==> src/hw/rtl/gwl_pkg.sv <==
// ============================================================================
// gwl_pkg
// Shared types and constants of the gradient waveform limiter: payload
// structs of the item and result channels, configuration codes and layout,
// and the fixed-value table entry.
// ============================================================================
package gwl_pkg;

    // sample and field widths
    localparam int SAMPLE_BITS = 16;
    localparam int INDEX_W     = 12;
    localparam int SPA_W       = 11;
    localparam int GMAX_W      = 15;
    localparam int CLAMP_W     = 15;
    localparam int INV_W       = 11;
    localparam int COUNT_W     = 13;
    localparam int SUM_W       = 26;
    localparam int ACC_W       = 61;
    localparam int CFG_DATA_W  = 15;

    // item operation codes
    typedef enum logic {
        OP_TABLE_WRITE = 1'b0,
        OP_SAMPLE      = 1'b1
    } op_t;

    // configuration register indexes
    typedef enum logic [1:0] {
        CFG_SAMPLES_PER_AXIS = 2'd0,
        CFG_GMAX             = 2'd1,
        CFG_CLAMP_LIMIT      = 2'd2,
        CFG_INVERSION_INDEX  = 2'd3
    } cfg_index_t;

    // configuration register reset values
    localparam logic [SPA_W-1:0]   SPA_RESET   = 11'd1024;
    localparam logic [GMAX_W-1:0]  GMAX_RESET  = 15'd32767;
    localparam logic [CLAMP_W-1:0] CLAMP_RESET = 15'd32439;
    localparam logic [INV_W-1:0]   INV_RESET   = 11'd512;

    // configuration register set
    typedef struct packed {
        logic [SPA_W-1:0]   samples_per_axis;
        logic [GMAX_W-1:0]  gmax;
        logic [CLAMP_W-1:0] clamp_limit;
        logic [INV_W-1:0]   inversion_index;
    } cfg_t;

    // input item payload
    typedef struct packed {
        op_t                      op;
        logic [INDEX_W-1:0]       index;
        logic signed [SAMPLE_BITS-1:0] value;
        logic                     fix_on;
        logic                     last;
    } in_item_t;

    // result item payload
    typedef struct packed {
        logic signed [SAMPLE_BITS-1:0] limited_value;
        logic                     is_last;
        logic [COUNT_W-1:0]       too_high_count;
        logic                     too_high_flag;
        logic                     overflow_flag;
        logic [ACC_W-1:0]         bval_sum;
    } out_item_t;

    // fixed-value table entry
    typedef struct packed {
        logic                     fixed;
        logic signed [SAMPLE_BITS-1:0] value;
    } fix_entry_t;

endpackage

==> src/hw/rtl/gwl_table_ctrl.sv <==
// ============================================================================
// gwl_table_ctrl
// Write side of the fixed-value table: a clearing sweep after reset that
// fixes both endpoints of every axis to zero and frees all other points,
// then the host table writes.
// ============================================================================
module gwl_table_ctrl #(
    parameter int MAX_POINTS_PER_AXIS = 1024,
    parameter int MAX_AXES            = 4
) (
    input  logic                clk,
    input  logic                rst_n,
    input  logic                host_we,
    input  logic [$clog2(MAX_AXES*MAX_POINTS_PER_AXIS)-1:0] host_addr,
    input  gwl_pkg::fix_entry_t host_entry,
    output logic                busy,
    output logic                mem_we,
    output logic [$clog2(MAX_AXES*MAX_POINTS_PER_AXIS)-1:0] mem_addr,
    output gwl_pkg::fix_entry_t mem_entry
);
    import gwl_pkg::*;

    localparam int DEPTH = MAX_AXES * MAX_POINTS_PER_AXIS;
    localparam int AW    = $clog2(DEPTH);
    localparam int PW    = $clog2(MAX_POINTS_PER_AXIS);
    localparam logic [AW-1:0] LAST_ADDR = AW'(DEPTH - 1);
    localparam logic [PW-1:0] LAST_POS  = PW'(MAX_POINTS_PER_AXIS - 1);

    logic          busy_reg, busy_next;
    logic [AW-1:0] addr_reg, addr_next;
    logic [PW-1:0] pos_reg, pos_next;
    fix_entry_t    clear_entry;

    // sweep counters: flat address and position within the axis
    always_comb
    begin
        busy_next = busy_reg;
        addr_next = addr_reg;
        pos_next  = pos_reg;
        if (busy_reg)
        begin
            addr_next = addr_reg + 1'b1;
            pos_next  = (pos_reg == LAST_POS) ? '0 : pos_reg + 1'b1;
            busy_next = (addr_reg != LAST_ADDR);
        end
    end

    always_ff @(posedge clk or negedge rst_n)
    begin
        if (!rst_n)
        begin
            busy_reg <= 1'b1;
            addr_reg <= '0;
            pos_reg  <= '0;
        end
        else
        begin
            busy_reg <= busy_next;
            addr_reg <= addr_next;
            pos_reg  <= pos_next;
        end
    end

    // axis endpoints start fixed at zero
    always_comb
    begin
        clear_entry.fixed = (pos_reg == '0) || (pos_reg == LAST_POS);
        clear_entry.value = '0;
    end

    // write port select
    assign busy      = busy_reg;
    assign mem_we    = busy_reg || host_we;
    assign mem_addr  = busy_reg ? addr_reg : host_addr;
    assign mem_entry = busy_reg ? clear_entry : host_entry;

endmodule

==> config.mk <==
export PLATFORM = sky130hd
export DESIGN_NAME = gwl_table_ctrl
export DESIGN_NICKNAME = d
export VERILOG_FILES = /design/src/hw/rtl/gwl_pkg.sv /design/src/hw/rtl/gwl_table_ctrl.sv
export SDC_FILE = /design/constraint.sdc
export NUM_CORES = 1
export LEC_CHECK = 0
export BUFFER_PORTS_ARGS = -buffer_cell sky130_fd_sc_hd__buf_2
export CELL_PAD_IN_SITES_DETAIL_PLACEMENT = 2
export CELL_PAD_IN_SITES_GLOBAL_PLACEMENT = 2
export CORE_MARGIN = 2
export CORE_UTILIZATION = 30
export CTS_BUF_LIST = sky130_fd_sc_hd__clkbuf_8
export DETAILED_ROUTE_END_ITERATION = 8
export PLACE_DENSITY_LB_ADDON = 0.1
export REMOVE_ABC_BUFFERS = 1
export SETUP_SLACK_MARGIN = 0.05
export SYNTH_ARGS = -nofsm -noshare
export SYNTH_HDL_FRONTEND = slang
export SYNTH_SLANG_ARGS = --single-unit
==> constraint.sdc <==
create_clock -name clk -period 4.4 [get_ports clk]
set_input_delay 0.88 -clock clk [delete_from_list [all_inputs] [get_ports clk]]
set_output_delay 0.88 -clock clk [all_outputs]
set_load 0.01 [all_outputs]
* Word-level counts from Yosys, hierarchy flattened *
Cells that the tools add are included.

storage, ports and cells
  bits in latches = 0
  memory bits (read-only) = 0
  input port bits = 32
  RAM bits = 0
  register bits = 23
  logic and storage cells = 14
  output and inout bits = 31
  memories = 0

operators by class
  reduce and logical (&&, ||, !) cells = 3
  bitwise operators = 0
  $mul = 0
  magnitude comparators = 0
  muxes and demuxes = 4
  div/mod/pow operators = 0
  shift operators = 0
  equality and inequality tests = 2
  add/sub/neg operators = 2

operator list
  cell                                           number
  two-way mux 17 bit                             1
  adder 12 x 1 -> 12 bit, second input constant  1
  two-way mux 12 bit                             1
  != test 12 bit, second input constant          1
  adder 10 x 1 -> 10 bit, second input constant  1
  == test 10 bit, second input constant          1
  zero test 10 bit                               1
  two-way mux 10 bit                             1
  logical OR 1 bit                               2
  two-way mux 1 bit                              1

* Logic depth before layout (Yosys ltp) *
  depth after elaboration = 3
  depth in mapped cells = 6
  depth with buffers taken out = 5

* Worst setup path after synthesis *
Ideal clock, no wire load.

  kind = register to output
  from = register pos_reg[1]
  to = output port mem_entry[16] (netlist bit)
  data arrival time = 1480 ps
  required time = 3520 ps
  slack = 2040 ps
  path buffers = 0
  stages on the path, launching flop included = 6
  cells stage by stage = dfrtp_1 ha_1 and4_4 and3_4 and3_4 a221o_1

RTL lines
  element                 RTL line              RTL
  start, declared         gwl_table_ctrl.sv:31  logic [PW-1:0] pos_reg, pos_next;
  start signal, assigned  gwl_table_ctrl.sv:60  pos_reg <= pos_next;
  end, declared           gwl_table_ctrl.sv:19  output gwl_pkg::fix_entry_t mem_entry

==> flow_summary_export.csv <==
group,metric,value,unit
power,clkPwrFrac,33.7,%
synth,synth_top_family_by_area,"simple AND/OR/NAND/NOR gates",
sta,fin_setup_tns,0,ns
status,outcome,"finished clean",
synth,synth_compound_area_share,4.09,%
clock_tree,hold_buffers,0,
synth,async_flop_share,100,%
power,p_sw,0.0000919,W
synth,yosysUniqueCellTypes,31,
layout,area_delta_synth_final,28.8,%
drt,vias,1221,
critical_path,path_class,"register to output pin",
critical_path,path_delay_family,"flip-flops",
clock_tree,clock_sinks,23,
placement,dpl.hpwl,2.80,mm
critical_path,crit_arrival,2.21,ns
clock_tree,cts_buffer_depth,2,
synth,synth-adder-area-share,2.79,%
sta,setup_viol,0,
critical_path,cp_data_required_time,3.52,ns
layout,final-seq-area,577,sq um
die,rows,24,
layout,utilization,39.9,%
synth,yosysWarnings,0,
synth,synthMuxAreaShare,10.8,%
clock_tree,insertion_delay,0.26,ns
clock_tree,clock-root-buffer,"clkbuf_8",
clock_tree,cts_resized,0,
layout,nFillCells,524,
placement,port-buffer-count,62,
synth,avgSynthCellArea,10.3,sq um
sta,rsz0062_at_grt,"false",
hold_path,hold_path_class,"register to register",
job,maxCapViolCount,0,
sta,min_period,3.09,ns
synth,synth_seq_cells,23,
global_routing,grt_use_total,15.7,%
clock_tree,post_cts_buffers,0,
drt,via_per_inst,5.02,
sta,maxSlewViolCount,0,
global_routing,grt_overflow_total,0,
die,pin_count,63,
critical_path,cp-end-kind,"output pin",
critical_path,critPathBufInv,1,
critical_path,cp_max_fo,45,
drt,antenna_left,0,
drt,route.detailed.drc,0,
power,power.density,226,mW/mm^2
layout,multi_input_area,723,sq um
sta,final.setup.worst_slack,1.31,ns
layout,diodes,0,
die,die_h,71.0,um
sta,fin_crit_sh,70.2,%
layout,layout-drive-gt1-share,44.0,%
power,power,0.000392,W
critical_path,start_kind,"register",
clock_tree,cts_tree,"built",
synth,synthCells,131,
drt,dr.pass1.iters,4,
clock_tree,htreeDepth,1,
synth,synth_ff_type,"dfrtp_1",
drt,wl_per_cell,15.1,um
clock_tree,clk_pin_slew,0.09,ns
power,swShare,23.4,%
synth,seq_area_frac_synth,42.8,%
global_routing,grt_first_pass_wirelength,6.35,mm
sta,fin_skew,0.00380,ns
sta,hold_violations,0,
global_routing,grt_pass1_vias,1269,
die,die_w,71.0,um
power,p_leak,0.886,nW
sta,fmax,324,MHz
sta,max-slew-margin-rel,43.2,%
die,die-area,0.00504,sq mm
critical_path,cp_slowest_cell,"dfstp_2",
drt,first_iter_violations,34,
die,start_util,30.9,%
power,vdd_drop_max,0.000120,V
power,seq_power_share,53.9,%
die,core,0.00435,sq mm
placement,place_congestion,0.786,
power,internal_power,0.000300,W
drt,wirelength,3.66,mm
global_routing,grt_max_degree,46,
critical_path,slowest_delay,1.10,ns
sta,worst_pin_slew,0.852,ns
critical_path,r2r_slack,2.27,ns
global_routing,antenna_found_initial,0,
layout,final_nets,227,
synth,synthesis.area,0.00135,sq mm
layout,largest_reg_flops,12,
critical_path,cp_cell_sequence,"and3_2 -> and3_4 -> a221o_1 -> buf_2",
synth,yosys.area_share.simple,24.3,%
synth,synth_edf_count,0,
synth,synth-xor-area-share,11.7,%
clock_tree,numCtsBuffers,3,
placement,pre_cts_ws,1.58,ns
power,power_frac_comb,12.4,%
## synth_stat cells (2+ instances only)
cell | count | area, sq um
dfrtp_1 | 22 | 551
nor2b_1 | 16 | 100
mux2_2 | 12 | 135
xnor2_1 | 11 | 96.3
nand3_1 | 7 | 35.0
nor2_1 | 7 | 26.3
xor2_1 | 7 | 61.3
nand2_1 | 6 | 22.5
nand4_1 | 6 | 37.5
inv_1 | 4 | 15.0
clkbuf_1 | 3 | 11.3
ha_1 | 3 | 37.5
nor3_1 | 3 | 15.0
o21ai_0 | 3 | 15.0
and3_1 | 2 | 12.5
and3_2 | 2 | 15.0
and3_4 | 2 | 22.5
buf_2 | 2 | 10.0
## through the flow
stage	instance area [sq um]	hold WS (ns)	std cells
finish	1740	0.499	243
CTS	1740	0.504	243
global placement	1690	0.484	239
floorplan	1320	0.453	125
global route	1740	0.533	243
detailed placement	1690	0.488	239
## layout by cell type, fill, tap and decap left out, types with 3 or more instances in the layout
master / count
o21ai_0: 3
dfrtp_1: 22
inv_1: 5
nor3_1: 3
clkbuf_8: 3
xor2_1: 7
buf_2: 62
nand3_1: 7
nand4_1: 6
nor2_1: 7
nor2b_1: 16
mux2_2: 12
ha_1: 3
nand2_1: 6
xnor2_1: 11
## power by group through the flow
stage	Sequential, W	Clock [W]	Combinational, W
finish	0.000211	0.000132	0.0000486
global route	0.000211	0.000148	0.0000543
detailed placement	0.000215	0	0.0000500
CTS	0.000211	0.000137	0.0000502
floorplan	0.000215	0	0.0000197
global placement	0.000215	0	0.0000491
## metal layers
metal  vias to the layer above  wire length (um)  track usage (%)
li1                        569                 -                -
met1                       589              1610             20.9
met2                        59              1690             25.4
met3                         4               322             3.42
met4                         0                44             5.03
met5                         -                 0                0
## worst paths after layout
| kind | from | endpoint | cells past startpoint |
|---|---|---|---|
| max in group asynchronous | rst_n | busy | 1 |
| setup / recovery | busy | mem_entry[16] | 4 |
| hold reg to reg | addr_reg[5] | addr_reg[5] | 1 |
| setup reg to reg | busy | addr_reg[9] | 4 |
| min in group asynchronous | rst_n | pos_reg[8] | 1 |
| hold / removal | addr_reg[5] | addr_reg[5] | 1 |
## kinds of logic (layout without fill, tap and decap cells)
group	count (synthesis)	after routing
fa+ha+maj	3	3
xor+xnor	18	18
simple gates	56	56
flops	23	23
compound gates	8	8
buf+inv	10	70
mux	13	13
## layout make-up
class                   count  area share [%]
well taps                  52            3.75
inverters                   4           0.865
clock inverters             1           0.216
flip-flops and latches     23            33.2
multi-input cells          98            41.7
repair buffers             62            17.9
clock buffers               3            2.38
No activity file was read; power rests on OpenSTA's default activity.
