## config.mk

```make
export PLATFORM = sky130hd
export DESIGN_NAME = gwl_stat_pipe
export DESIGN_NICKNAME = d
export VERILOG_FILES = /design/src/hw/rtl/gwl_pkg.sv /design/src/hw/rtl/gwl_stat_pipe.sv
export SDC_FILE = /design/constraint.sdc
export NUM_CORES = 2
export LEC_CHECK = 0
export ABC_AREA = 0
export BUFFER_PORTS_ARGS = -buffer_cell sky130_fd_sc_hd__buf_2
export CAP_MARGIN = 20
export CORE_UTILIZATION = 29
export DETAILED_ROUTE_END_ITERATION = 7
export SYNTH_ARGS = -nofsm -noshare
export SYNTH_HDL_FRONTEND = slang
export SYNTH_SLANG_ARGS = --single-unit
```

## constraint.sdc

```tcl
create_clock -name clk -period 11.3 [get_ports clk]
set_clock_uncertainty 0.15 [all_clocks]
set_input_delay 1.695 -clock clk [delete_from_list [all_inputs] [get_ports clk]]
set_output_delay 1.695 -clock clk [all_outputs]
set_load 0.05 [all_outputs]
```

## src/hw/rtl/gwl_pkg.sv

```systemverilog
// ============================================================================
// gwl_pkg
// Shared types and constants of the gradient waveform limiter: payload
// structs of the item and result channels, configuration codes and layout,
// and the fixed-value table entry.
// ============================================================================
package gwl_pkg;

    // sample and field widths
    localparam int SAMPLE_BITS = 16;
    localparam int INDEX_W     = 12;
    localparam int SPA_W       = 11;
    localparam int GMAX_W      = 15;
    localparam int CLAMP_W     = 15;
    localparam int INV_W       = 11;
    localparam int COUNT_W     = 13;
    localparam int SUM_W       = 26;
    localparam int ACC_W       = 61;
    localparam int CFG_DATA_W  = 15;

    // item operation codes
    typedef enum logic {
        OP_TABLE_WRITE = 1'b0,
        OP_SAMPLE      = 1'b1
    } op_t;

    // configuration register indexes
    typedef enum logic [1:0] {
        CFG_SAMPLES_PER_AXIS = 2'd0,
        CFG_GMAX             = 2'd1,
        CFG_CLAMP_LIMIT      = 2'd2,
        CFG_INVERSION_INDEX  = 2'd3
    } cfg_index_t;

    // configuration register reset values
    localparam logic [SPA_W-1:0]   SPA_RESET   = 11'd1024;
    localparam logic [GMAX_W-1:0]  GMAX_RESET  = 15'd32767;
    localparam logic [CLAMP_W-1:0] CLAMP_RESET = 15'd32439;
    localparam logic [INV_W-1:0]   INV_RESET   = 11'd512;

    // configuration register set
    typedef struct packed {
        logic [SPA_W-1:0]   samples_per_axis;
        logic [GMAX_W-1:0]  gmax;
        logic [CLAMP_W-1:0] clamp_limit;
        logic [INV_W-1:0]   inversion_index;
    } cfg_t;

    // input item payload
    typedef struct packed {
        op_t                      op;
        logic [INDEX_W-1:0]       index;
        logic signed [SAMPLE_BITS-1:0] value;
        logic                     fix_on;
        logic                     last;
    } in_item_t;

    // result item payload
    typedef struct packed {
        logic signed [SAMPLE_BITS-1:0] limited_value;
        logic                     is_last;
        logic [COUNT_W-1:0]       too_high_count;
        logic                     too_high_flag;
        logic                     overflow_flag;
        logic [ACC_W-1:0]         bval_sum;
    } out_item_t;

    // fixed-value table entry
    typedef struct packed {
        logic                     fixed;
        logic signed [SAMPLE_BITS-1:0] value;
    } fix_entry_t;

endpackage

```

## src/hw/rtl/gwl_stat_pipe.sv

```systemverilog
// ============================================================================
// gwl_stat_pipe
// Sample pipeline: fixed-value select, clamp, exceedance count, peak and
// running sum in the first stage, square of the running sum in the second,
// saturating square accumulation in the third, then the result register.
// ============================================================================
module gwl_stat_pipe (
    input  logic                clk,
    input  logic                rst_n,
    input  gwl_pkg::cfg_t       cfg,
    input  logic                load,
    input  gwl_pkg::in_item_t   sample,
    input  logic                in_range,
    input  gwl_pkg::fix_entry_t entry,
    output logic                s1_ready,
    output logic                result_valid,
    input  logic                result_stall,
    output gwl_pkg::out_item_t  result_data
);
    import gwl_pkg::*;

    localparam int SB  = SAMPLE_BITS;
    localparam int SQW = 2 * SUM_W;

    // handshake between stages
    logic s1_valid_reg, s2_valid_reg, s3_valid_reg, out_valid_reg;
    logic s2_ready, s3_ready, out_ready;
    logic s1_adv, s2_adv, s3_adv;

    // stage 1 payload
    logic signed [SB-1:0] s1_value_reg;
    logic [INDEX_W-1:0]   s1_index_reg;
    logic                 s1_last_reg;
    logic                 s1_in_range_reg;

    // statistics state
    logic signed [SUM_W-1:0] rs_reg, rs_next;
    logic [COUNT_W-1:0]      count_reg, count_next;
    logic [SB-1:0]           peak_reg, peak_next;
    logic [ACC_W-1:0]        acc_reg, acc_next;

    // stage 1 logic
    logic signed [SB:0]      y_wide, cl_pos, cl_neg, y_clamped;
    logic [SB-1:0]           mag;
    logic                    first_axis, adding, overflow;
    logic signed [SUM_W:0]   v_ext, rs_wide;
    logic signed [SUM_W-1:0] rs_sat;

    // stage 2 payload
    logic signed [SB-1:0]    s2_limited_reg;
    logic                    s2_last_reg;
    logic [COUNT_W-1:0]      s2_count_reg;
    logic                    s2_overflow_reg;
    logic                    s2_sq_en_reg;
    logic signed [SUM_W-1:0] s2_rs_reg;
    logic [SUM_W-1:0]        s2_ms;

    // stage 3 payload
    logic signed [SB-1:0]    s3_limited_reg;
    logic                    s3_last_reg;
    logic [COUNT_W-1:0]      s3_count_reg;
    logic                    s3_overflow_reg;
    logic                    s3_sq_en_reg;
    logic [SQW-1:0]          s3_sq_reg;
    logic [ACC_W:0]          acc_wide;
    logic [ACC_W-1:0]        acc_sat;

    out_item_t out_data_reg, out_data_next;

    // ready chain from the result register back to stage 1
    assign out_ready = !out_valid_reg || !result_stall;
    assign s3_ready  = !s3_valid_reg || out_ready;
    assign s2_ready  = !s2_valid_reg || s3_ready;
    assign s1_ready  = !s1_valid_reg || s2_ready;
    assign s1_adv    = s1_valid_reg && s2_ready;
    assign s2_adv    = s2_valid_reg && s3_ready;
    assign s3_adv    = s3_valid_reg && out_ready;

    always_ff @(posedge clk or negedge rst_n)
    begin
        if (!rst_n)
        begin
            s1_valid_reg  <= 1'b0;
            s2_valid_reg  <= 1'b0;
            s3_valid_reg  <= 1'b0;
            out_valid_reg <= 1'b0;
        end
        else
        begin
            if (s1_ready)
            begin
                s1_valid_reg <= load;
            end
            if (s2_ready)
            begin
                s2_valid_reg <= s1_valid_reg;
            end
            if (s3_ready)
            begin
                s3_valid_reg <= s2_valid_reg;
            end
            if (out_ready)
            begin
                out_valid_reg <= s3_valid_reg;
            end
        end
    end

    // stage 1 capture
    always_ff @(posedge clk)
    begin
        if (s1_ready && load)
        begin
            s1_value_reg    <= sample.value;
            s1_index_reg    <= sample.index;
            s1_last_reg     <= sample.last;
            s1_in_range_reg <= in_range;
        end
    end

    // fixed-value select and clamp
    always_comb
    begin
        cl_pos = signed'({2'b00, cfg.clamp_limit});
        cl_neg = -cl_pos;
        if (s1_in_range_reg && entry.fixed)
        begin
            y_wide = {entry.value[SB-1], entry.value};
        end
        else
        begin
            y_wide = {s1_value_reg[SB-1], s1_value_reg};
        end
        priority if (y_wide > cl_pos)
        begin
            y_clamped = cl_pos;
        end
        else if (y_wide < cl_neg)
        begin
            y_clamped = cl_neg;
        end
        else
        begin
            y_clamped = y_wide;
        end
    end

    // raw magnitude, exceedance count and peak
    always_comb
    begin
        mag = s1_value_reg[SB-1] ? SB'(-s1_value_reg) : SB'(s1_value_reg);
        count_next = count_reg;
        if ((mag > {1'b0, cfg.gmax}) && (count_reg != '1))
        begin
            count_next = count_reg + 1'b1;
        end
        peak_next = (mag > peak_reg) ? mag : peak_reg;
        overflow  = (peak_next > {cfg.gmax, 1'b0});
    end

    // running sum over the first axis, saturating
    always_comb
    begin
        first_axis = (s1_index_reg < {1'b0, cfg.samples_per_axis});
        adding     = (s1_index_reg < {1'b0, cfg.inversion_index});
        v_ext      = (SUM_W+1)'(s1_value_reg);
        rs_wide    = adding ? ({rs_reg[SUM_W-1], rs_reg} + v_ext)
                            : ({rs_reg[SUM_W-1], rs_reg} - v_ext);
        if (rs_wide[SUM_W] != rs_wide[SUM_W-1])
        begin
            rs_sat = rs_wide[SUM_W] ? {1'b1, {(SUM_W-1){1'b0}}}
                                    : {1'b0, {(SUM_W-1){1'b1}}};
        end
        else
        begin
            rs_sat = rs_wide[SUM_W-1:0];
        end
        rs_next = first_axis ? rs_sat : rs_reg;
    end

    // stage 1 state update, cleared after the last sample
    always_ff @(posedge clk or negedge rst_n)
    begin
        if (!rst_n)
        begin
            rs_reg    <= '0;
            count_reg <= '0;
            peak_reg  <= '0;
        end
        else if (s1_adv)
        begin
            rs_reg    <= s1_last_reg ? '0 : rs_next;
            count_reg <= s1_last_reg ? '0 : count_next;
            peak_reg  <= s1_last_reg ? '0 : peak_next;
        end
    end

    // stage 2 capture
    always_ff @(posedge clk)
    begin
        if (s1_adv)
        begin
            s2_limited_reg  <= y_clamped[SB-1:0];
            s2_last_reg     <= s1_last_reg;
            s2_count_reg    <= s1_last_reg ? count_next : '0;
            s2_overflow_reg <= s1_last_reg && overflow;
            s2_sq_en_reg    <= first_axis;
            s2_rs_reg       <= rs_next;
        end
    end

    // square of the running sum magnitude
    assign s2_ms = s2_rs_reg[SUM_W-1] ? SUM_W'(-s2_rs_reg) : SUM_W'(s2_rs_reg);

    always_ff @(posedge clk)
    begin
        if (s2_adv)
        begin
            s3_limited_reg  <= s2_limited_reg;
            s3_last_reg     <= s2_last_reg;
            s3_count_reg    <= s2_count_reg;
            s3_overflow_reg <= s2_overflow_reg;
            s3_sq_en_reg    <= s2_sq_en_reg;
            s3_sq_reg       <= s2_ms * s2_ms;
        end
    end

    // saturating square accumulation
    always_comb
    begin
        acc_wide = {1'b0, acc_reg};
        if (s3_sq_en_reg)
        begin
            acc_wide = {1'b0, acc_reg} + (ACC_W+1)'(s3_sq_reg);
        end
        acc_sat  = acc_wide[ACC_W] ? '1 : acc_wide[ACC_W-1:0];
        acc_next = s3_last_reg ? '0 : acc_sat;
    end

    always_ff @(posedge clk or negedge rst_n)
    begin
        if (!rst_n)
        begin
            acc_reg <= '0;
        end
        else if (s3_adv)
        begin
            acc_reg <= acc_next;
        end
    end

    // result assembly
    always_comb
    begin
        out_data_next.limited_value  = s3_limited_reg;
        out_data_next.is_last        = s3_last_reg;
        out_data_next.too_high_count = s3_count_reg;
        out_data_next.too_high_flag  = (s3_count_reg != '0);
        out_data_next.overflow_flag  = s3_overflow_reg;
        out_data_next.bval_sum       = s3_last_reg ? acc_sat : '0;
    end

    always_ff @(posedge clk)
    begin
        if (s3_adv)
        begin
            out_data_reg <= out_data_next;
        end
    end

    assign result_valid = out_valid_reg;
    assign result_data  = out_data_reg;

endmodule

```

After elaboration in Yosys (flattened, before gate mapping)
Index checks and enable logic that the tools add are counted.
{ "classes": {"n_reduce_logical": 17, "n_addsub": 7, "n_eq_ne": 2, "n_mul": 1, "order_cmp": 7, "mux": 17} }
{ "ops": {"columns": ["op", "count"], "rows": [
  ["26-bit two-way mux", 5],
  ["61-bit two-way mux", 2],
  ["16-bit two-way mux", 4],
  ["61-bit by 52-bit adder with 62-bit output", 1],
  ["62-bit two-way mux", 1],
  ["26-bit by 26-bit multiplier with 52-bit output", 1],
  ["16-bit greater-than comparator", 2],
  ["26-bit by 16-bit adder with 27-bit output", 1],
  ["27-bit two-way mux", 1],
  ["26-bit by 16-bit subtractor with 27-bit output", 1],
  ["13-bit two-way mux", 2],
  ["26-bit negation", 1],
  ["12-bit by 11-bit < comparator with 1-bit output", 2],
  ["17-bit by 16-bit greater-than comparator with 1-bit output", 1],
  ["17-bit < comparator", 1],
  ["17-bit two-way mux", 1],
  ["15-bit negation with 17-bit output", 1],
  ["16-bit by 15-bit greater-than comparator with 1-bit output", 1],
  ["16-bit negation", 1],
  ["15-bit two-way mux", 1],
  ["13-bit by 1-bit adder with 13-bit output (second input constant)", 1],
  ["13-bit inequality test (second input constant)", 1],
  ["13-bit nonzero test", 1],
  ["1-bit logical AND", 7],
  ["other kinds (3)", 10]
]} }
{ "word_totals": {"regBits": 385, "input_bits": 105, "out_inout_bits": 95, "word_cells": 82} }

Longest topological paths before layout
{ "depth": {"depth_word": 6, "mapped_depth": 37, "depth_no_buf": 34} }

Worst setup path before layout
Ideal clock, no wire load.
{ "synth_path": {"path_type": "flip-flop to flip-flop", "start": "reg s2_rs_reg[0]", "end": "reg s3_sq_reg[50], data pin", "setup_ns": 0.207, "synth_period_minus_slack_ns": 9.183, "arrival_ns": 8.826, "path_stages_with_launch": 36, "n_path_buf": 4, "required_ns": 10.943, "setup_slack_ns": 2.117, "path_cell_list": "edfxtp_1 -> buf_2 -> inv_2 -> buf_1 -> ha_1 -> nand2_1 -> nor4_1 -> nand2_1 -> o41a_1 -> xor2_1 -> clkbuf_1 -> nand2_1 -> fa_1 -> inv_1 -> fa_1 -> fa_1 -> inv_1 -> fa_1 -> inv_1 -> fa_1 -> fa_1 -> inv_1 -> fa_1 -> inv_1 -> ha_1 -> clkbuf_1 -> a21o_1 -> a21o_1 -> a211oi_1 -> a21oi_1 -> a41oi_1 -> a21o_1 -> o21ai_1 -> a41o_1 -> mux2i_1 -> a2111oi_0"} }
{ "synth_via": {"elab_chain_cells": 3} }
{ "synth_lines": {"columns": ["element", "line", "rtl"], "rows": [
  ["start, declared", "gwl_stat_pipe.sv:55", "logic signed [SUM_W-1:0] s2_rs_reg;"],
  ["start signal, assigned", "gwl_stat_pipe.sv:208", "s2_rs_reg <= rs_next;"],
  ["26-bit negation", "gwl_stat_pipe.sv:213", "assign s2_ms = s2_rs_reg[SUM_W-1] ? SUM_W'(-s2_rs_reg) : SUM_W'(s2_rs_reg);"],
  ["26-bit two-way mux *", "gwl_stat_pipe.sv:213", null],
  ["26-bit by 26-bit multiplier with 52-bit output *", "gwl_stat_pipe.sv:224", "s3_sq_reg <= s2_ms * s2_ms;"],
  ["end signal, assigned", "gwl_stat_pipe.sv:224", null],
  ["end, declared", "gwl_stat_pipe.sv:64", "logic [SQW-1:0] s3_sq_reg;"]
]} }
Every way passes the cells marked *; elsewhere a longest branch is shown, timed or not.
A chain may end at the register's enable or synchronous reset.

Worst setup path in the final report
{ "layout_path": {"start": "reg s2_rs_reg[6]", "end": "reg s3_sq_reg[50], data pin"} }
The elaborated chain is that of the path after synthesis.

==> reports/qor.yml <==
status: "finished clean"
synth_cell_types: 90
tightest_slew_ps: 1136
nets: 5555
synth_enable_flop_cells: 264
cp-end-kind: "flip-flop"
wl_per_cell_um: 17.54
reg2reg_setup_slack_ps: 970
min_from: "s3_limited_reg[15]"
num_vias: 31420
hpwl_um: 88810
syn_inst: 4405
synth_area_um2: 42430
min_period_ps: 10330
crit_required_ps: 11460
post_cts_buffers: 0
first_global_vias: 32840
vias_per_cell: 4.833
ys.flop_type: "edfxtp_1"
core_um2: 144400
r2r_end: "s3_sq_reg[50]"
avgSynthCellArea_um2: 9.632
crit_type: "reg -> reg"
cts_tree: "done"
critical_path_peak_fanout: 16
cts_root_buf: "clkbuf_16"
antenna_found_initial: 6
drt_iter0_markers: 2057
tns_ps: 0
area_growth_pct: 11.19
synth-async-reset-ratio: 0.3125
holdBufCountCts: 0
r2r-start: "s2_rs_reg[6]"
max_slew_margin: 0.2424
drive_gt1_frac: 0.08946
antenna_left: 0
boundaryPins: 200
hold_viol: 0
drv_cap: 0
die_x_um: 384.5
grt_pass1_wl_um: 180900
rsz0062_at_grt: "no"
min_path_type: "reg -> reg"
cts_buffers: 41
largest_register_ffs: 93
dieArea_um2: 147800
slowest_stage: "inv_1"
synth-seq-cells: 384
synth-seq-area-share: 0.2576
clock_path_buffers: 3
min_period_over_period: 0.9141
route.detailed.drc: 0
path_clk_slew_ps: 70
rows: 139
cts_max_level: 2
finalSetupViolations: 0
hold_depth: 0
slew_viol_final: 0
start_util: 0.2939
cts_resized: 0
hold_end: "result_data[92]"
insertion_delay_ps: 600
place_congestion: 0.9230
worstRegToRegCells: 29
grt_max_degree: 76
worst_ep_arrival_time_ps: 10490
max_freq_ghz: 0.09681
cp_common_cell: "fa_1"
start_kind: "flip-flop"
slowest_delay_ps: 610
die_h_um: 384.5
yosys_warnings: 0
grt_overflow_total: 0
gr-usage-all-layers: 0.1546
cts_num_sinks: 384
portBuffers: 197
drt_pre_antenna_iters: 5
drt-total-wl_um: 114000
[area by class of cell]
cell class	instances	area, µm²
Antenna cell	4	10.01
Clock buffer	57	1169
Clock inverter	19	244.0
Fill cell	14870	97180
Inverter	810	3048
Multi-Input combinational cell	3068	27950
Sequential cell	384	10930
Tap cell	1903	2381
Timing Repair Buffer	256	1439
[critical path: cells and delay by family, from the launching register on]
| family | cells | cell delay (ps) |
|---|---|---|
| xor+xnor | 1 | 140 |
| simple gates | 3 | 1390 |
| mux | 1 | 130 |
| flops | 1 | 450 |
| fa+ha+maj | 8 | 3990 |
| compound gates | 10 | 2810 |
| buf+inv | 6 | 1010 |
[cells in the mapped netlist, types with 10 or more instances]
cell type | count | share of area
nand4_1 | 39 | 0.0058
nor2b_1 | 31 | 0.0046
o21ai_0 | 165 | 0.019
a21o_1 | 101 | 0.018
edfxtp_1 | 264 | 0.19
and2_1 | 22 | 0.0032
o21bai_1 | 17 | 0.0030
buf_1 | 14 | 0.0012
a31oi_1 | 37 | 0.0055
o21a_1 | 41 | 0.0073
or3_1 | 14 | 0.0021
mux2i_1 | 35 | 0.0083
nor4_1 | 13 | 0.0019
o31a_1 | 11 | 0.0023
nor3_1 | 48 | 0.0057
o31ai_1 | 31 | 0.0055
dfrtp_1 | 120 | 0.071
xnor2_1 | 105 | 0.022
o211ai_1 | 22 | 0.0039
nand2b_1 | 34 | 0.0050
nand2_1 | 408 | 0.036
o22ai_1 | 15 | 0.0022
a211oi_1 | 32 | 0.0057
xor2_1 | 91 | 0.019
a21oi_1 | 245 | 0.029
inv_1 | 801 | 0.071
clkbuf_1 | 139 | 0.012
nor2_1 | 293 | 0.026
nand3_1 | 48 | 0.0057
a22o_1 | 40 | 0.0083
a41oi_1 | 10 | 0.0021
mux2_2 | 41 | 0.011
and3_1 | 30 | 0.0044
ha_1 | 369 | 0.11
fa_1 | 520 | 0.25
[worst max-delay path by stage]
stage,start,end,slack [ps],depth (start not counted)
detailed placement,s2_rs_reg[6],s3_sq_reg[50],1080,29
floorplan,s2_rs_reg[0],s3_sq_reg[50],2120,35
global route,s2_rs_reg[6],s3_sq_reg[50],610,31
finish,s2_rs_reg[6],s3_sq_reg[50],970,29
CTS,s2_rs_reg[6],s3_sq_reg[50],1060,29
global placement,s2_rs_reg[6],s3_sq_reg[50],1200,29
[cells in the final DEF (no fill, tap or decap), drive strengths merged, types with 101 or more instances in the layout]
cell type  synthesis  routed
nand2            409     409
xnor2            107     107
nor2             294     294
inv              805     808
edfxtp           264     264
buf               22     256
ha               369     369
fa               520     520
o21ai            171     171
dfrtp            120     120
a21oi            245     245
a21o             101     101
[stage by stage]
stage,worst slack [ps],instance area [µm²],std cells,hold WS [ps],utilization
2_1_floorplan,2117,42500,4424,250.3,-
3_3_place_gp,1200,45740,6420,250.4,0.3169
3_5_place_dp,1083,45750,6421,254.5,0.3170
4_1_cts,1059,47170,6497,265.5,0.3267
5_1_grt,607.9,47170,6497,275.0,0.3267
6_report,970.9,47180,6501,266.6,0.3268
[routing by layer]
| metal | GRT usage | vias to the layer above | wire length [µm] |
|---|---|---|---|
| met5 | 0 | - | 12 |
| met4 | 0.04835 | 2 | 3845 |
| met3 | 0.02821 | 202 | 7686 |
| met2 | 0.2514 | 990 | 51770 |
| met1 | 0.2073 | 15330 | 50710 |
| li1 | - | 14890 | - |
[logic make-up (layout without fill, tap and decap cells)]
kind of cell               after synthesis  count (layout)  share of synthesized area
buffers and inverters                  972            1142                    0.08652
DFF                                    384             384                     0.2576
adders and majority gates              895             895                     0.3556
xor gates and xnor gates               198             198                    0.04123
other                                    2              25                  0.0001770
and+or+nand+nor                       1028            1028                     0.1104
AOI/OAI and AO/OA                      850             850                     0.1293
muxes                                   76              76                    0.01914
Power is not shown: default switching activity piles up to over one toggle a cycle in this logic, so the estimate is an artifact.
